--- config.mk ---
export PLATFORM = sky130hd
export DESIGN_NAME = text_stream_display_filter_unit_flat
export DESIGN_NICKNAME = d
export VERILOG_FILES = /design/src/hdl/tsdf_pkg.sv /design/src/hdl/tsdf_ifs.sv /design/src/hdl/tsdf_regs.sv /design/src/hdl/tsdf_front.sv /design/src/hdl/tsdf_queue.sv /design/src/hdl/tsdf_back.sv /design/src/hdl/text_stream_display_filter_unit.sv /design/src/flat_wrapper.sv
export SDC_FILE = /design/constraint.sdc
export NUM_CORES = 1
export LEC_CHECK = 0
export ABC_AREA = 0
export BUFFER_PORTS_ARGS = -buffer_cell sky130_fd_sc_hd__buf_2
export CAP_MARGIN = 20
export CELL_PAD_IN_SITES_DETAIL_PLACEMENT = 1
export CELL_PAD_IN_SITES_GLOBAL_PLACEMENT = 2
export CORE_MARGIN = 2
export CORE_UTILIZATION = 39
export CTS_BUF_LIST = sky130_fd_sc_hd__clkbuf_4 sky130_fd_sc_hd__clkbuf_8
export DETAILED_ROUTE_END_ITERATION = 8
export PLACE_DENSITY_LB_ADDON = 0.1
export SYNTH_ARGS = -nofsm -noshare
export SYNTH_HDL_FRONTEND = slang
export SYNTH_SLANG_ARGS = --single-unit
--- constraint.sdc ---
create_clock -name clk -period 4 [get_ports clk]
set_clock_uncertainty 0.05 [all_clocks]
set_input_delay 1 -clock clk [delete_from_list [all_inputs] [get_ports clk]]
set_output_delay 1 -clock clk [all_outputs]
set_load 0.01 [all_outputs]
--- src/hdl/tsdf_pkg.sv ---
// Shared types and constants for the text stream display filter.
// No dependencies; every other file of the block but tsdf_ifs imports this package.
package tsdf_pkg;

  localparam int NUMBER_WIDTH_DEF = 6;
  localparam int DIGITS = 6;
  localparam int DIGIT_IDX_W = $clog2(DIGITS);
  localparam int ND_W = $clog2(DIGITS + 1);
  localparam int QUEUE_DEPTH = 4;
  localparam int ADDR_W = 5;
  localparam int DATA_W = 32;

  localparam logic [7:0] BYTE_TAB = 8'd9;
  localparam logic [7:0] BYTE_NL = 8'd10;
  localparam logic [7:0] BYTE_CR = 8'd13;
  localparam logic [7:0] BYTE_DEL = 8'd127;
  localparam logic [7:0] BYTE_SPACE = 8'h20;
  localparam logic [7:0] BYTE_ZERO = 8'h30;
  localparam logic [7:0] BYTE_CARET = 8'h5e;
  localparam logic [7:0] BYTE_DOLLAR = 8'h24;
  localparam logic [7:0] BYTE_QMARK = 8'h3f;
  localparam logic [7:0] BYTE_LETTER_I = 8'h49;
  localparam logic [7:0] BYTE_FIRST_PRINT = 8'd32;
  localparam logic [7:0] BYTE_FIRST_HIGH = 8'd128;
  localparam logic [7:0] CTL_OFFSET = 8'd64;
  localparam logic [3:0] BCD_NINE = 4'd9;

  localparam logic [1:0] NUM_ALL = 2'd1;
  localparam logic [1:0] NUM_NONBLANK = 2'd2;
  localparam logic [1:0] RUN_SUPPRESS = 2'd3;

  typedef enum logic [2:0] {
    REG_SHOW_NONPRINTING = 3'd0,
    REG_SHOW_LINE_ENDS   = 3'd1,
    REG_SHOW_TABS        = 3'd2,
    REG_NUMBERING        = 3'd3,
    REG_SQUEEZE_BLANK    = 3'd4
  } reg_idx_t;

  typedef struct packed {
    logic       show_nonprinting;
    logic       show_line_ends;
    logic       show_tabs;
    logic [1:0] numbering;
    logic       squeeze_blank;
  } tsdf_cfg_t;

  typedef logic [DIGITS-1:0][3:0] bcd_t;

  typedef struct packed {
    logic            with_num;
    bcd_t            digits;
    logic [ND_W-1:0] nd;
    logic            caret;
    logic            dollar;
    logic [7:0]      ch;
  } tsdf_job_t;

endpackage

--- src/hdl/tsdf_ifs.sv ---
// Valid/ready channel interfaces for the input text and the displayed text.
// No dependencies.
interface tsdf_in_if;
  logic       valid;
  logic       ready;
  logic [7:0] in_byte;
  modport source (output valid, output in_byte, input ready);
  modport sink (input valid, input in_byte, output ready);
endinterface

interface tsdf_out_if;
  logic       valid;
  logic       ready;
  logic [7:0] out_byte;
  logic       last_of_run;
  modport source (output valid, output out_byte, output last_of_run, input ready);
  modport sink (input valid, input out_byte, input last_of_run, output ready);
endinterface

--- src/hdl/tsdf_regs.sv ---
// APB-style configuration registers of the display filter.
// Depends on tsdf_pkg.
module tsdf_regs import tsdf_pkg::*; (
  input  logic              clk,
  input  logic              rst,
  input  logic              psel,
  input  logic              penable,
  input  logic              pwrite,
  input  logic [ADDR_W-1:0] paddr,
  input  logic [DATA_W-1:0] pwdata,
  output logic [DATA_W-1:0] prdata,
  output tsdf_cfg_t         cfg
);

  reg_idx_t idx;
  logic     wr;

  assign idx = reg_idx_t'(paddr[ADDR_W-1:2]);
  assign wr = psel && penable && pwrite;

  always_ff @(posedge clk) begin
    if (rst) begin
      cfg <= '0;
    end else if (wr) begin
      unique case (idx)
        REG_SHOW_NONPRINTING: cfg.show_nonprinting <= pwdata[0];
        REG_SHOW_LINE_ENDS:   cfg.show_line_ends <= pwdata[0];
        REG_SHOW_TABS:        cfg.show_tabs <= pwdata[0];
        REG_NUMBERING:        cfg.numbering <= pwdata[1:0];
        REG_SQUEEZE_BLANK:    cfg.squeeze_blank <= pwdata[0];
        default: begin
        end
      endcase
    end
  end

  always_comb begin
    prdata = '0;
    unique case (idx)
      REG_SHOW_NONPRINTING: prdata[0] = cfg.show_nonprinting;
      REG_SHOW_LINE_ENDS:   prdata[0] = cfg.show_line_ends;
      REG_SHOW_TABS:        prdata[0] = cfg.show_tabs;
      REG_NUMBERING:        prdata[1:0] = cfg.numbering;
      REG_SQUEEZE_BLANK:    prdata[0] = cfg.squeeze_blank;
      default:              prdata = '0;
    endcase
  end

endmodule

--- src/hdl/tsdf_front.sv ---
// Front end: accepts input words, translates them, keeps line state and queues output jobs.
// Depends on tsdf_pkg and tsdf_ifs.
module tsdf_front import tsdf_pkg::*; (
  input  logic      clk,
  input  logic      rst,
  tsdf_in_if.sink   text,
  input  tsdf_cfg_t cfg,
  input  logic      q_full,
  output logic      push,
  output tsdf_job_t job
);

  logic       prev_nl;
  logic [1:0] run;
  bcd_t       count;

  logic       run_next;
  logic [1:0] run_val;
  bcd_t       count_next;
  bcd_t       count_inc;
  logic       accept;
  logic       incr;
  logic       with_num;
  logic       caret;
  logic [7:0] raw;
  logic [7:0] ch;
  logic       carry;
  logic       all_nine;
  logic [ND_W-1:0] nd;

  assign text.ready = !q_full;
  assign accept = text.valid && !q_full;
  assign raw = text.in_byte;

  always_comb begin
    caret = 1'b0;
    ch = raw;
    if (cfg.show_nonprinting) begin
      if (raw == BYTE_DEL) begin
        caret = 1'b1;
        ch = BYTE_QMARK;
      end else if ((raw < BYTE_FIRST_PRINT || raw >= BYTE_FIRST_HIGH) && raw != BYTE_TAB &&
                   raw != BYTE_NL && raw != BYTE_CR) begin
        caret = 1'b1;
        ch = raw + CTL_OFFSET;
      end
    end
    if (cfg.show_tabs && ch == BYTE_TAB) begin
      caret = 1'b1;
      ch = BYTE_LETTER_I;
    end

    incr = 1'b0;
    with_num = 1'b0;
    if (cfg.numbering >= NUM_NONBLANK) begin
      if (prev_nl && raw != BYTE_NL) begin
        incr = 1'b1;
        with_num = 1'b1;
      end
    end else if (cfg.numbering == NUM_ALL) begin
      if (prev_nl) begin
        incr = (run != RUN_SUPPRESS);
        with_num = 1'b1;
      end
    end

    carry = 1'b1;
    all_nine = 1'b1;
    for (int i = 0; i < DIGITS; i++) begin
      count_inc[i] = count[i];
      if (carry) begin
        count_inc[i] = (count[i] == BCD_NINE) ? 4'd0 : count[i] + 4'd1;
      end
      carry = carry && (count[i] == BCD_NINE);
      all_nine = all_nine && (count[i] == BCD_NINE);
    end
    count_next = (incr && !all_nine) ? count_inc : count;

    nd = ND_W'(1);
    for (int i = 0; i < DIGITS; i++) begin
      if (count_next[i] != 4'd0) begin
        nd = ND_W'(i + 1);
      end
    end

    run_val = run;
    run_next = 1'b0;
    if (cfg.squeeze_blank && ch == BYTE_NL && run != RUN_SUPPRESS) begin
      run_val = run + 2'd1;
    end
    if (ch != BYTE_NL) begin
      run_val = 2'd0;
    end
    run_next = (run_val == RUN_SUPPRESS);

    job.with_num = with_num;
    job.digits = count_next;
    job.nd = nd;
    job.caret = caret;
    job.dollar = cfg.show_line_ends && raw == BYTE_NL;
    job.ch = ch;
  end

  assign push = accept && !run_next;

  always_ff @(posedge clk) begin
    if (rst) begin
      prev_nl <= 1'b1;
      run <= 2'd0;
      count <= '0;
    end else if (accept) begin
      prev_nl <= (raw == BYTE_NL);
      run <= run_val;
      count <= count_next;
    end
  end

endmodule

--- src/hdl/tsdf_queue.sv ---
// Short job queue between the front end and the output sequencer.
// Depends on tsdf_pkg.
module tsdf_queue import tsdf_pkg::*; (
  input  logic      clk,
  input  logic      rst,
  input  logic      push,
  input  tsdf_job_t push_data,
  output logic      full,
  input  logic      pop,
  output logic      head_valid,
  output tsdf_job_t head
);

  localparam int PTR_W = $clog2(QUEUE_DEPTH);
  localparam int CNT_W = $clog2(QUEUE_DEPTH + 1);
  localparam logic [PTR_W-1:0] PTR_LAST = PTR_W'(QUEUE_DEPTH - 1);
  localparam logic [CNT_W-1:0] CNT_FULL = CNT_W'(QUEUE_DEPTH);

  tsdf_job_t        mem [QUEUE_DEPTH];
  logic [PTR_W-1:0] wr_ptr;
  logic [PTR_W-1:0] rd_ptr;
  logic [CNT_W-1:0] count;

  assign full = (count == CNT_FULL);
  assign head_valid = (count != '0);
  assign head = mem[rd_ptr];

  always_ff @(posedge clk) begin
    if (push) begin
      mem[wr_ptr] <= push_data;
    end
  end

  always_ff @(posedge clk) begin
    if (rst) begin
      wr_ptr <= '0;
      rd_ptr <= '0;
      count <= '0;
    end else begin
      if (push) begin
        wr_ptr <= (wr_ptr == PTR_LAST) ? '0 : wr_ptr + PTR_W'(1);
      end
      if (pop) begin
        rd_ptr <= (rd_ptr == PTR_LAST) ? '0 : rd_ptr + PTR_W'(1);
      end
      if (push && !pop) begin
        count <= count + CNT_W'(1);
      end else if (pop && !push) begin
        count <= count - CNT_W'(1);
      end
    end
  end

endmodule

--- src/hdl/tsdf_back.sv ---
// Output sequencer: expands each queued job into number, tab, caret, dollar and byte words.
// Depends on tsdf_pkg and tsdf_ifs.
module tsdf_back import tsdf_pkg::*; #(
  parameter int NUMBER_WIDTH = NUMBER_WIDTH_DEF
) (
  input  logic       clk,
  input  logic       rst,
  input  logic       head_valid,
  input  tsdf_job_t  head,
  output logic       pop,
  tsdf_out_if.source display
);

  localparam int COLS_MAX = (NUMBER_WIDTH > DIGITS) ? NUMBER_WIDTH : DIGITS;
  localparam int CW = $clog2(COLS_MAX);
  localparam logic [CW-1:0] NW_M1 = CW'(NUMBER_WIDTH - 1);

  typedef enum logic [4:0] {
    PH_NUM    = 5'b00001,
    PH_TAB    = 5'b00010,
    PH_CARET  = 5'b00100,
    PH_DOLLAR = 5'b01000,
    PH_CHAR   = 5'b10000
  } phase_t;

  logic          mid;
  phase_t        phase;
  logic [CW-1:0] cnt;
  logic          out_valid;
  logic [7:0]    out_byte;
  logic          out_last;

  phase_t        first_phase;
  phase_t        eff_phase;
  phase_t        phase_next;
  logic [CW-1:0] start;
  logic [CW-1:0] nd_m1;
  logic [CW-1:0] eff_cnt;
  logic [CW-1:0] cnt_next;
  logic [7:0]    word;
  logic          last;
  logic          load;

  assign load = head_valid && (!out_valid || display.ready);
  assign pop = load && last;

  always_comb begin
    nd_m1 = CW'(head.nd - ND_W'(1));
    start = (nd_m1 > NW_M1) ? nd_m1 : NW_M1;
    if (head.with_num) begin
      first_phase = PH_NUM;
    end else if (head.caret) begin
      first_phase = PH_CARET;
    end else if (head.dollar) begin
      first_phase = PH_DOLLAR;
    end else begin
      first_phase = PH_CHAR;
    end
    eff_phase = mid ? phase : first_phase;
    eff_cnt = mid ? cnt : start;

    word = head.ch;
    last = 1'b0;
    phase_next = PH_CHAR;
    cnt_next = eff_cnt;
    unique case (eff_phase)
      PH_NUM: begin
        if (eff_cnt < CW'(head.nd)) begin
          word = BYTE_ZERO | {4'd0, head.digits[eff_cnt[DIGIT_IDX_W-1:0]]};
        end else begin
          word = BYTE_SPACE;
        end
        if (eff_cnt == '0) begin
          phase_next = PH_TAB;
        end else begin
          phase_next = PH_NUM;
          cnt_next = eff_cnt - CW'(1);
        end
      end
      PH_TAB: begin
        word = BYTE_TAB;
        if (head.caret) begin
          phase_next = PH_CARET;
        end else if (head.dollar) begin
          phase_next = PH_DOLLAR;
        end else begin
          phase_next = PH_CHAR;
        end
      end
      PH_CARET: begin
        word = BYTE_CARET;
        phase_next = head.dollar ? PH_DOLLAR : PH_CHAR;
      end
      PH_DOLLAR: begin
        word = BYTE_DOLLAR;
        phase_next = PH_CHAR;
      end
      PH_CHAR: begin
        word = head.ch;
        last = 1'b1;
      end
      default: begin
        word = head.ch;
        last = 1'b1;
      end
    endcase
  end

  always_ff @(posedge clk) begin
    if (rst) begin
      mid <= 1'b0;
      phase <= PH_CHAR;
      cnt <= '0;
      out_valid <= 1'b0;
    end else if (load) begin
      mid <= !last;
      phase <= phase_next;
      cnt <= cnt_next;
      out_valid <= 1'b1;
    end else if (display.ready) begin
      out_valid <= 1'b0;
    end
  end

  always_ff @(posedge clk) begin
    if (load) begin
      out_byte <= word;
      out_last <= last;
    end
  end

  assign display.valid = out_valid;
  assign display.out_byte = out_byte;
  assign display.last_of_run = out_last;

  a_mid_needs_job: assert property (@(posedge clk) disable iff (rst)
    !head_valid |-> !mid)
    else $error("sequencer is inside a job while the queue is empty");

  a_last_ends_job: assert property (@(posedge clk) disable iff (rst)
    load && last |=> !mid)
    else $error("sequencer still inside a job after its final word");

  a_more_words: assert property (@(posedge clk) disable iff (rst)
    load && !last |=> mid && head_valid)
    else $error("job left before its final word was sent");

endmodule

--- src/hdl/text_stream_display_filter_unit.sv ---
// Top level of the text stream display filter.
// Depends on tsdf_pkg, tsdf_ifs, tsdf_regs, tsdf_front, tsdf_queue and tsdf_back.
//
// Each word on raw_text carries one byte of a text stream. For it the block sends zero or
// more words on display_text: an optional line number padded to NUMBER_WIDTH columns and a
// tab, an optional caret, an optional dollar sign and the shown byte, the final word of the
// run carrying last_of_run. A squeezed blank line yields no words at all.
// The front end takes one input word per cycle while its four-entry job queue has room; the
// output sequencer sends one word per cycle while display_text is ready, and an input
// expands to n words (n is at most max(NUMBER_WIDTH, 6) + 3). An accepted input word is
// written into the job queue, and its words are then registered in the output register.
// When display_text stalls, the output register holds its word, the queue fills and then
// raw_text drops ready; nothing is lost.
// Reset clears the options, the line counter and the blank-run state and empties the queue.
// Options are written over the APB port at byte address 4 * index and should be changed
// only while the block is idle.
module text_stream_display_filter_unit import tsdf_pkg::*; #(
  parameter int NUMBER_WIDTH = NUMBER_WIDTH_DEF
) (
  input  logic              clk,
  input  logic              rst,
  tsdf_in_if.sink           raw_text,
  tsdf_out_if.source        display_text,
  input  logic              psel,
  input  logic              penable,
  input  logic              pwrite,
  input  logic [ADDR_W-1:0] paddr,
  input  logic [DATA_W-1:0] pwdata,
  output logic [DATA_W-1:0] prdata,
  output logic              pready
);

  tsdf_cfg_t cfg;
  tsdf_job_t push_data;
  tsdf_job_t head;
  logic      push;
  logic      full;
  logic      pop;
  logic      head_valid;

  assign pready = 1'b1;

  tsdf_regs u_regs (
    .clk     (clk),
    .rst     (rst),
    .psel    (psel),
    .penable (penable),
    .pwrite  (pwrite),
    .paddr   (paddr),
    .pwdata  (pwdata),
    .prdata  (prdata),
    .cfg     (cfg)
  );

  tsdf_front u_front (
    .clk    (clk),
    .rst    (rst),
    .text   (raw_text),
    .cfg    (cfg),
    .q_full (full),
    .push   (push),
    .job    (push_data)
  );

  tsdf_queue u_queue (
    .clk        (clk),
    .rst        (rst),
    .push       (push),
    .push_data  (push_data),
    .full       (full),
    .pop        (pop),
    .head_valid (head_valid),
    .head       (head)
  );

  tsdf_back #(
    .NUMBER_WIDTH (NUMBER_WIDTH)
  ) u_back (
    .clk        (clk),
    .rst        (rst),
    .head_valid (head_valid),
    .head       (head),
    .pop        (pop),
    .display    (display_text)
  );

endmodule

--- src/flat_wrapper.sv ---
// flat-port wrapper written by rule: the top's interface ports become plain ports
module text_stream_display_filter_unit_flat import tsdf_pkg::*;
#(
  parameter int NUMBER_WIDTH = NUMBER_WIDTH_DEF
)
  (clk, rst, psel, penable, pwrite, paddr, pwdata, prdata, pready, raw_text_valid, raw_text_in_byte, raw_text_ready, display_text_valid, display_text_out_byte, display_text_last_of_run, display_text_ready);
  tsdf_in_if raw_text_i ();
  tsdf_out_if display_text_i ();
  input  logic clk;
  input  logic rst;
  input  logic psel;
  input  logic penable;
  input  logic pwrite;
  input  logic [ADDR_W-1:0] paddr;
  input  logic [DATA_W-1:0] pwdata;
  output logic [DATA_W-1:0] prdata;
  output logic pready;
  input wire logic [$bits(raw_text_i.valid)-1:0] raw_text_valid;
  input wire logic [$bits(raw_text_i.in_byte)-1:0] raw_text_in_byte;
  output wire logic [$bits(raw_text_i.ready)-1:0] raw_text_ready;
  output wire logic [$bits(display_text_i.valid)-1:0] display_text_valid;
  output wire logic [$bits(display_text_i.out_byte)-1:0] display_text_out_byte;
  output wire logic [$bits(display_text_i.last_of_run)-1:0] display_text_last_of_run;
  input wire logic [$bits(display_text_i.ready)-1:0] display_text_ready;
  assign raw_text_i.valid = raw_text_valid;
  assign raw_text_i.in_byte = raw_text_in_byte;
  assign raw_text_ready = raw_text_i.ready;
  assign display_text_valid = display_text_i.valid;
  assign display_text_out_byte = display_text_i.out_byte;
  assign display_text_last_of_run = display_text_i.last_of_run;
  assign display_text_i.ready = display_text_ready;
  text_stream_display_filter_unit #(.NUMBER_WIDTH(NUMBER_WIDTH)) u_core (.clk(clk), .rst(rst), .raw_text(raw_text_i), .display_text(display_text_i), .psel(psel), .penable(penable), .pwrite(pwrite), .paddr(paddr), .pwdata(pwdata), .prdata(prdata), .pready(pready));
endmodule
=== Word level (Yosys, flattened, before mapping) ===
Memory sizes are Yosys's and may differ from the RTL's. A register that Yosys moved wholly into a read port is not among the register bits.
Cells that the tools add are included.

* Flip-flop bits (word level): 59
* Output and inout port bits: 44
* Input bits: 52
* Bits in writable memories: 152
* Memories: 1

{| class="wikitable"
|+ Memories
! name !! depth !! width !! rd ports !! clocked after memory_dff !! write ports !! RTL line !! RTL
|-
| u_core.u_queue.mem || 4 || 38 || 1 || 1 || 1 || tsdf_queue.sv:19 || <nowiki>tsdf_job_t mem [QUEUE_DEPTH];</nowiki>
|}

* Add/subtract/negate cells: 14
* Muxes and demuxes: 61
* Reductions and logical operators: 46
* Equal/unequal tests: 28
* $lt $le $gt $ge: 6

{| class="wikitable"
|+ Operators by type and width
! operator !! count
|-
| 4-bit 2-to-1 mux || 12
|-
| 8-bit 2-to-1 mux || 4
|-
| 8-bit by 4-bit inequality test with 1-bit output (second input constant) || 4
|-
| 8-bit case mux with 4 select lines || 1
|-
| 3-bit 2-to-1 mux || 10
|-
| 5-bit 2-to-1 mux || 5
|-
| 4-bit by 1-bit adder with 4-bit output (second input constant) || 6
|-
| 4-bit equality test (second input constant) || 6
|-
| 8-bit by 4-bit equality test with 1-bit output (second input constant) || 3
|-
| 24-bit 2-to-1 mux || 1
|-
| 1-bit logical AND || 22
|-
| 4-bit nonzero test || 5
|-
| 1-bit 2-to-1 mux || 17
|-
| 2-bit 2-to-1 mux || 8
|-
| 5-bit case mux with 3 select lines || 1
|-
| 4-bit binary-select mux with 3-bit select || 1
|-
| 2-bit AND reduction || 5
|-
| 3-bit by 1-bit subtractor with 3-bit output (second input constant) || 3
|-
| 8-bit by 7-bit adder with 8-bit output (second input constant) || 1
|-
| 8-bit by 7-bit equality test with 1-bit output (second input constant) || 1
|-
| 8-bit >= comparator (second input constant) || 1
|-
| 8-bit by 6-bit less-than comparator with 1-bit output (second input constant) || 1
|-
| 2-bit by 1-bit adder with 2-bit output (second input constant) || 3
|-
| 2-bit equality test (second input constant) || 3
|-
| 21 further kinds || 31
|}

=== Depth between registers and ports, before layout ===
* Depth after elaboration: 23
* Gate-level depth with buffers: 16
* Mapped depth without buffers: 13

=== By module ===
Synthesis repeated with hierarchy kept, for this count alone.

* Cell total of the unflattened synthesis: 797
* Area, all modules: 10323.7 µm²

{| class="wikitable"
|+ Modules (own cells, without submodules)
! module !! instances !! area an instance (µm²) !! cells each
|-
| tsdf_queue || 1 || 5939.4 || 242
|-
| tsdf_front || 1 || 2449.8 || 335
|-
| tsdf_back || 1 || 1315.0 || 147
|-
| tsdf_regs || 1 || 608.1 || 71
|-
| text_stream_display_filter_unit || 1 || 11.3 || 2
|}

=== Worst setup path before layout ===
OpenSTA, ideal clock, no wires.

* Path type: register to register
* Start point: register (tool-made name)
* End point: register u_core.u_back.out_byte[0], in the netlist u_core.u_back.display.out_byte[0], data pin
* Setup slack: 85 ps
* Buffers on the path: 4
* Data arrival time: 3714 ps
* Clock period less this slack: 3915 ps
* Stages on the path, launching flop included: 16
* Path through: dfxtp_1 > buf_6 > buf_2 > buf_2 > mux4_2 > inv_1 > ha_1 > nor3_1 > a22o_1 > buf_6 > ha_1 > nand2_1 > o21ai_0 > a2111o_1 > o2bb2ai_1 > a31oi_1

{| class="wikitable"
|+ RTL lines
! item !! RTL line !! RTL
|-
| to (signal assigned) || tsdf_back.sv:127 || <nowiki>out_byte <= word;</nowiki>
|-
| to (decl) || tsdf_back.sv:30 || <nowiki>logic [7:0] out_byte;</nowiki>
|}

=== Worst setup path in the final report ===
* Start point: input raw_text_in_byte[0]
* End point: register u_core.u_queue.count[2]

* Cells in the longest elaborated chain, start to end: 22
* Elaborated cells on any way between the ends: 31
* Classes of those cells: add/sub (1); order compare (2); eq/ne (8); mux (7); reduce/logical (13)

{| class="wikitable"
|+ RTL lines
! item !! RTL line !! RTL
|-
| from (decl) || flat_wrapper.sv:19 || <nowiki>input wire logic [$bits(raw_text_i.in_byte)-1:0] raw_text_in_byte;</nowiki>
|-
| 8-bit by 6-bit less-than comparator with 1-bit output / 8-bit >= comparator (equally long branches) || tsdf_front.sv:42 || <nowiki>end else if ((raw < BYTE_FIRST_PRINT || raw >= BYTE_FIRST_HIGH) && raw != BYTE_TAB &&</nowiki>
|-
| 1-bit logical OR || tsdf_front.sv:42 ||
|-
| 1-bit logical AND (2 in a row) || tsdf_front.sv:42 ||
|-
| 1-bit logical AND || tsdf_front.sv:43 || <nowiki>raw != BYTE_NL && raw != BYTE_CR) begin</nowiki>
|-
| 8-bit 2-to-1 mux || tsdf_front.sv:42 ||
|-
| 8-bit 2-to-1 mux || tsdf_front.sv:39 || <nowiki>if (raw == BYTE_DEL) begin</nowiki>
|-
| 8-bit 2-to-1 mux (*) || tsdf_front.sv:38 || <nowiki>if (cfg.show_nonprinting) begin</nowiki>
|-
| 8-bit by 4-bit equality test with 1-bit output || tsdf_front.sv:48 || <nowiki>if (cfg.show_tabs && ch == BYTE_TAB) begin</nowiki>
|-
| [6 not listed] || - ||
|-
| 2-bit 2-to-1 mux (*) || tsdf_front.sv:91 || <nowiki>if (ch != BYTE_NL) begin</nowiki>
|-
| 2-bit equality test (*) || tsdf_front.sv:94 || <nowiki>run_next = (run_val == RUN_SUPPRESS);</nowiki>
|-
| 1-bit zero test (*) || tsdf_front.sv:104 || <nowiki>assign push = accept && !run_next;</nowiki>
|-
| 1-bit logical AND (*) || tsdf_front.sv:104 ||
|-
| net u_core.push || text_stream_display_filter_unit.sv:36 || <nowiki>logic push;</nowiki>
|-
| 1-bit zero test || tsdf_queue.sv:48 || <nowiki>end else if (pop && !push) begin</nowiki>
|-
| 1-bit logical AND || tsdf_queue.sv:48 ||
|-
| 2-bit nonzero test (no source line) || - ||
|-
| to (signal assigned) || tsdf_queue.sv:47 || <nowiki>count <= count + CNT_W'(1);</nowiki>
|-
| to (signal assigned) || tsdf_queue.sv:49 || <nowiki>count <= count - CNT_W'(1);</nowiki>
|-
| to (decl) || tsdf_queue.sv:22 || <nowiki>logic [CNT_W-1:0] count;</nowiki>
|}

The timed path passes the listed nets; every way through them passes the cells marked *.
A chain may end at the register's enable or synchronous reset.

==> results.py <==
metrics = {
    "layout": {
        "fillers": 2722,
        "drive_above_1_share_pct": 20.2,
        "nets": 915,
        "final_cell_mix": "161 x edfxtp_1, 62 x nand2_1, 54 x nor2_1",
        "fin_area_um2": 11400,
        "final_common_cell": "edfxtp_1",
        "syn2layout_area_growth_pct": 11.6,
        "antennaDiodeCount": 0,
    },
    "setup_path": {
        "regToRegEndpoint": "u_core.u_back.cnt[0]$_SDFFE_PP0P_",
        "crit_fanout": 7,
        "cpPeakStageDelay_ns": 0.37,
        "startpoint_type": "input port",
        "critPathBufInv": 2,
        "crit_type": "in -> reg",
        "arrival_ns": 3.85,
        "cp.depth": 12,
        "cp_slowest_cell": "fa_1",
        "end_kind": "register",
        "endpoint": "u_core.u_queue.count[2]$_SDFFE_PP0P_",
        "crit_required_ns": 4.40,
        "crit_start": "raw_text_in_byte[0]",
        "rr_worst_depth": 12,
        "reg2reg_slack_ns": 0.57,
        "path_delay_family": "simple AND/OR/NAND/NOR gates",
        "path_cells": "buf_2, nor3b_1, o211ai_1, a211oi_1, nor3_1, nor3_2, ha_1, inv_1, fa_1, xor2_1, or3_1, a21oi_1",
    },
    "yosys": {
        "syn_area_per_cell_um2": 12.9,
        "synth_cells": 796,
        "synth.area.mux_share_pct": 11.9,
        "ys_seq_elements": 213,
        "synth_xor_area_share_pct": 2.72,
        "syn_area_um2": 10200,
        "synth-main-ff-cell": "edfxtp_1",
        "synthArstFlopShare_pct": 0,
        "post-synth-top-area-cell": "edfxtp_1",
        "ys_types": 81,
        "synth_compound_area_share_pct": 7.86,
        "seq_area_frac_synth_pct": 57.4,
        "yosys-top-cells-area": "edfxtp_1 47%, dfxtp_1 10%, mux4_2 7.7%",
        "yosys.area_share.simple_pct": 12.6,
        "synth_top_family_by_area": "simple AND/OR/NAND/NOR gates",
        "synth_top_area_share_pct": 47.2,
        "synthAdderAreaFrac_pct": 2.15,
        "ys_warn_count": 0,
        "synth-edff-count": 161,
    },
    "placement": {
        "dpl_worst_slack_ns": 0.0188,
        "port-buffer-count": 32,
        "gp_congestion": 0.778,
        "dp_hpwl_um": 16200,
        "postPlaceCellArea_um2": 10700,
    },
    "routing": {
        "firstDrtPassIters": 4,
        "detail-route-antenna-nets": 0,
        "drtIter0Drc": 316,
        "wl_um": 23400,
        "vias": 6328,
        "via_per_inst": 5.23,
        "wl_per_cell_um": 19.4,
        "drc": 0,
    },
    "cts": {
        "ctsHtreeMaxLevel": 2,
        "clk_latency_ns": 0.54,
        "clock_path_buffers": 3,
        "cts-buffers-inserted": 38,
        "hold_buffers": 0,
        "path_clk_slew_ns": 0.06,
        "cts_sinks": 213,
        "cts_resized": 0,
        "cts_tree": "done",
        "post_cts_buffers": 0,
        "cts_root_buffer": "clkbuf_8",
    },
    "hold_path": {
        "worstHoldStart": "u_core.u_back.display.valid$_SDFFE_PP0P_",
        "min_path_type": "reg -> reg",
    },
    "die": {
        "initial_utilization_pct": 39.5,
        "floorplan.rows": 59,
        "fp.dieW_um": 166,
        "dieHeight_um": 166,
        "ios": 96,
        "die_area_um2": 27600,
        "coreArea_um2": 25900,
    },
    "global_route": {
        "grt_first_pass_wirelength_um": 37300,
        "grt.total_usage_pct": 17.1,
        "grt_max_degree": 39,
        "antenna_found_initial": 0,
        "grt_pass1_vias": 6775,
        "gr-total-overflow": 0,
    },
    "timing": {
        "setup_viol": 0,
        "finalCriticalPeriod_ns": 3.45,
        "finalCritPeriodShare_pct": 86.3,
        "clock.fmax_mhz": 290,
        "timing.setup.tns_ns": 0,
        "layout_setup_ws_ns": 0.549,
        "rsz0062_at_grt": "no",
        "hold_viol": 0,
        "worst_pin_slew_ns": 1.07,
        "slew_viol_final": 0,
        "slew_headroom_pct": 28.6,
    },
    "power": {
        "p_leak_uw": 0.00402,
        "power_density_nw_per_um2": 580,
        "irDropWorstVdd_mv": 0.338,
    },
    "job": {
        "cap_violations": 0,
    },
    "outcome": {
        "status": "finished, final reports clean",
    },
}
-- cell usage after synthesis, drive strengths merged, types with 19 or more instances --
library cell  number
mux2i             26
dfxtp             52
mux4              38
nand2             62
buf               51
nand3             24
clkbuf            22
nor3              19
nor2              54
edfxtp           161
inv               30
o21ai             26
a21oi             30
-- worst min-delay path by stage --
stage                                                     to  slack (ns)  cells after the start
global route        u_core.u_back.display.valid$_SDFFE_PP0P_        0.45                      2
detailed placement  u_core.u_back.display.valid$_SDFFE_PP0P_        0.42                      2
CTS                 u_core.u_back.display.valid$_SDFFE_PP0P_        0.43                      2
floorplan                u_core.u_back.phase[1]$_SDFFE_PP0P_        0.40                      2
finish              u_core.u_back.display.valid$_SDFFE_PP0P_        0.43                      2
global placement    u_core.u_back.display.valid$_SDFFE_PP0P_        0.40                      2
-- registers in the layout, summed over array words and instances (netlist names), named ones only --
| signal | flops |
|---|---|
| u_core.u_regs.cfg | 6 |
| u_core.u_queue.rd_ptr | 2 |
| u_core.u_back.display.out_byte | 8 |
| u_core.u_queue.count | 3 |
| u_core.u_queue.wr_ptr | 2 |
| u_core.u_back.cnt | 3 |
| u_core.u_back.mid | 1 |
| u_core.u_back.phase | 5 |
| u_core.u_back.display.last_of_run | 1 |
| u_core.u_front.prev_nl | 1 |
| u_core.u_queue.mem | 152 |
| u_core.u_front.run | 2 |
| u_core.u_front.count | 24 |
| u_core.u_back.display.valid | 1 |
-- cell type report --
type | instances | area [um^2] | share of cell area, %
clock buffers | 49 | 612 | 5.35
well taps | 335 | 419 | 3.67
clock inverters | 20 | 119 | 1.04
flip-flops and latches | 213 | 5880 | 51.4
inverters | 30 | 115 | 1.01
repair buffers | 54 | 350 | 3.06
multi-input cells | 509 | 3940 | 34.5
-- worst min-delay path, stage by stage, from the launching register on --
cell	delay, ns
dfxtp_1	0.32
nand2_1	0.06
a21oi_1	0.05
-- logic make-up (layout without fill, tap and decap cells) --
group / Yosys count / in the layout
buffers and inverters: 103 / 153
DFF: 213 / 213
adders and majority gates: 17 / 17
xor gates and xnor gates: 31 / 31
muxes: 72 / 72
AOI/OAI and AO/OA: 117 / 117
and+or+nand+nor: 241 / 241
other: 2 / 31
-- report_power, final --
| part | total (uW) | switching (uW) | internal (uW) |
|---|---|---|---|
| Combinational | 1840 | 1060 | 772 |
| Sequential | 2840 | 149 | 2690 |
| Clock | 1960 | 889 | 1070 |
| Total | 6630 | 2100 | 4530 |
-- per-stage QoR --
step | hold slack (ns) | util (%) | instances | power [uW]
floorplan | 0.403 | - | 825 | 4170
global placement | 0.402 | 41.2 | 1139 | 4690
detailed placement | 0.423 | 41.2 | 1139 | 4750
CTS | 0.431 | 44.0 | 1208 | 6730
global route | 0.448 | 44.1 | 1210 | 7030
finish | 0.427 | 44.1 | 1210 | 6630
-- layer usage --
metal	vias up	track usage [%]	routed length, um
met2	91	29.2	11200
met3	30	3.00	828
met5	-	0	0
met4	0	4.01	350
li1	3027	-	-
met1	3180	22.9	11000
Note: power is estimated with default switching activity, not from simulation.
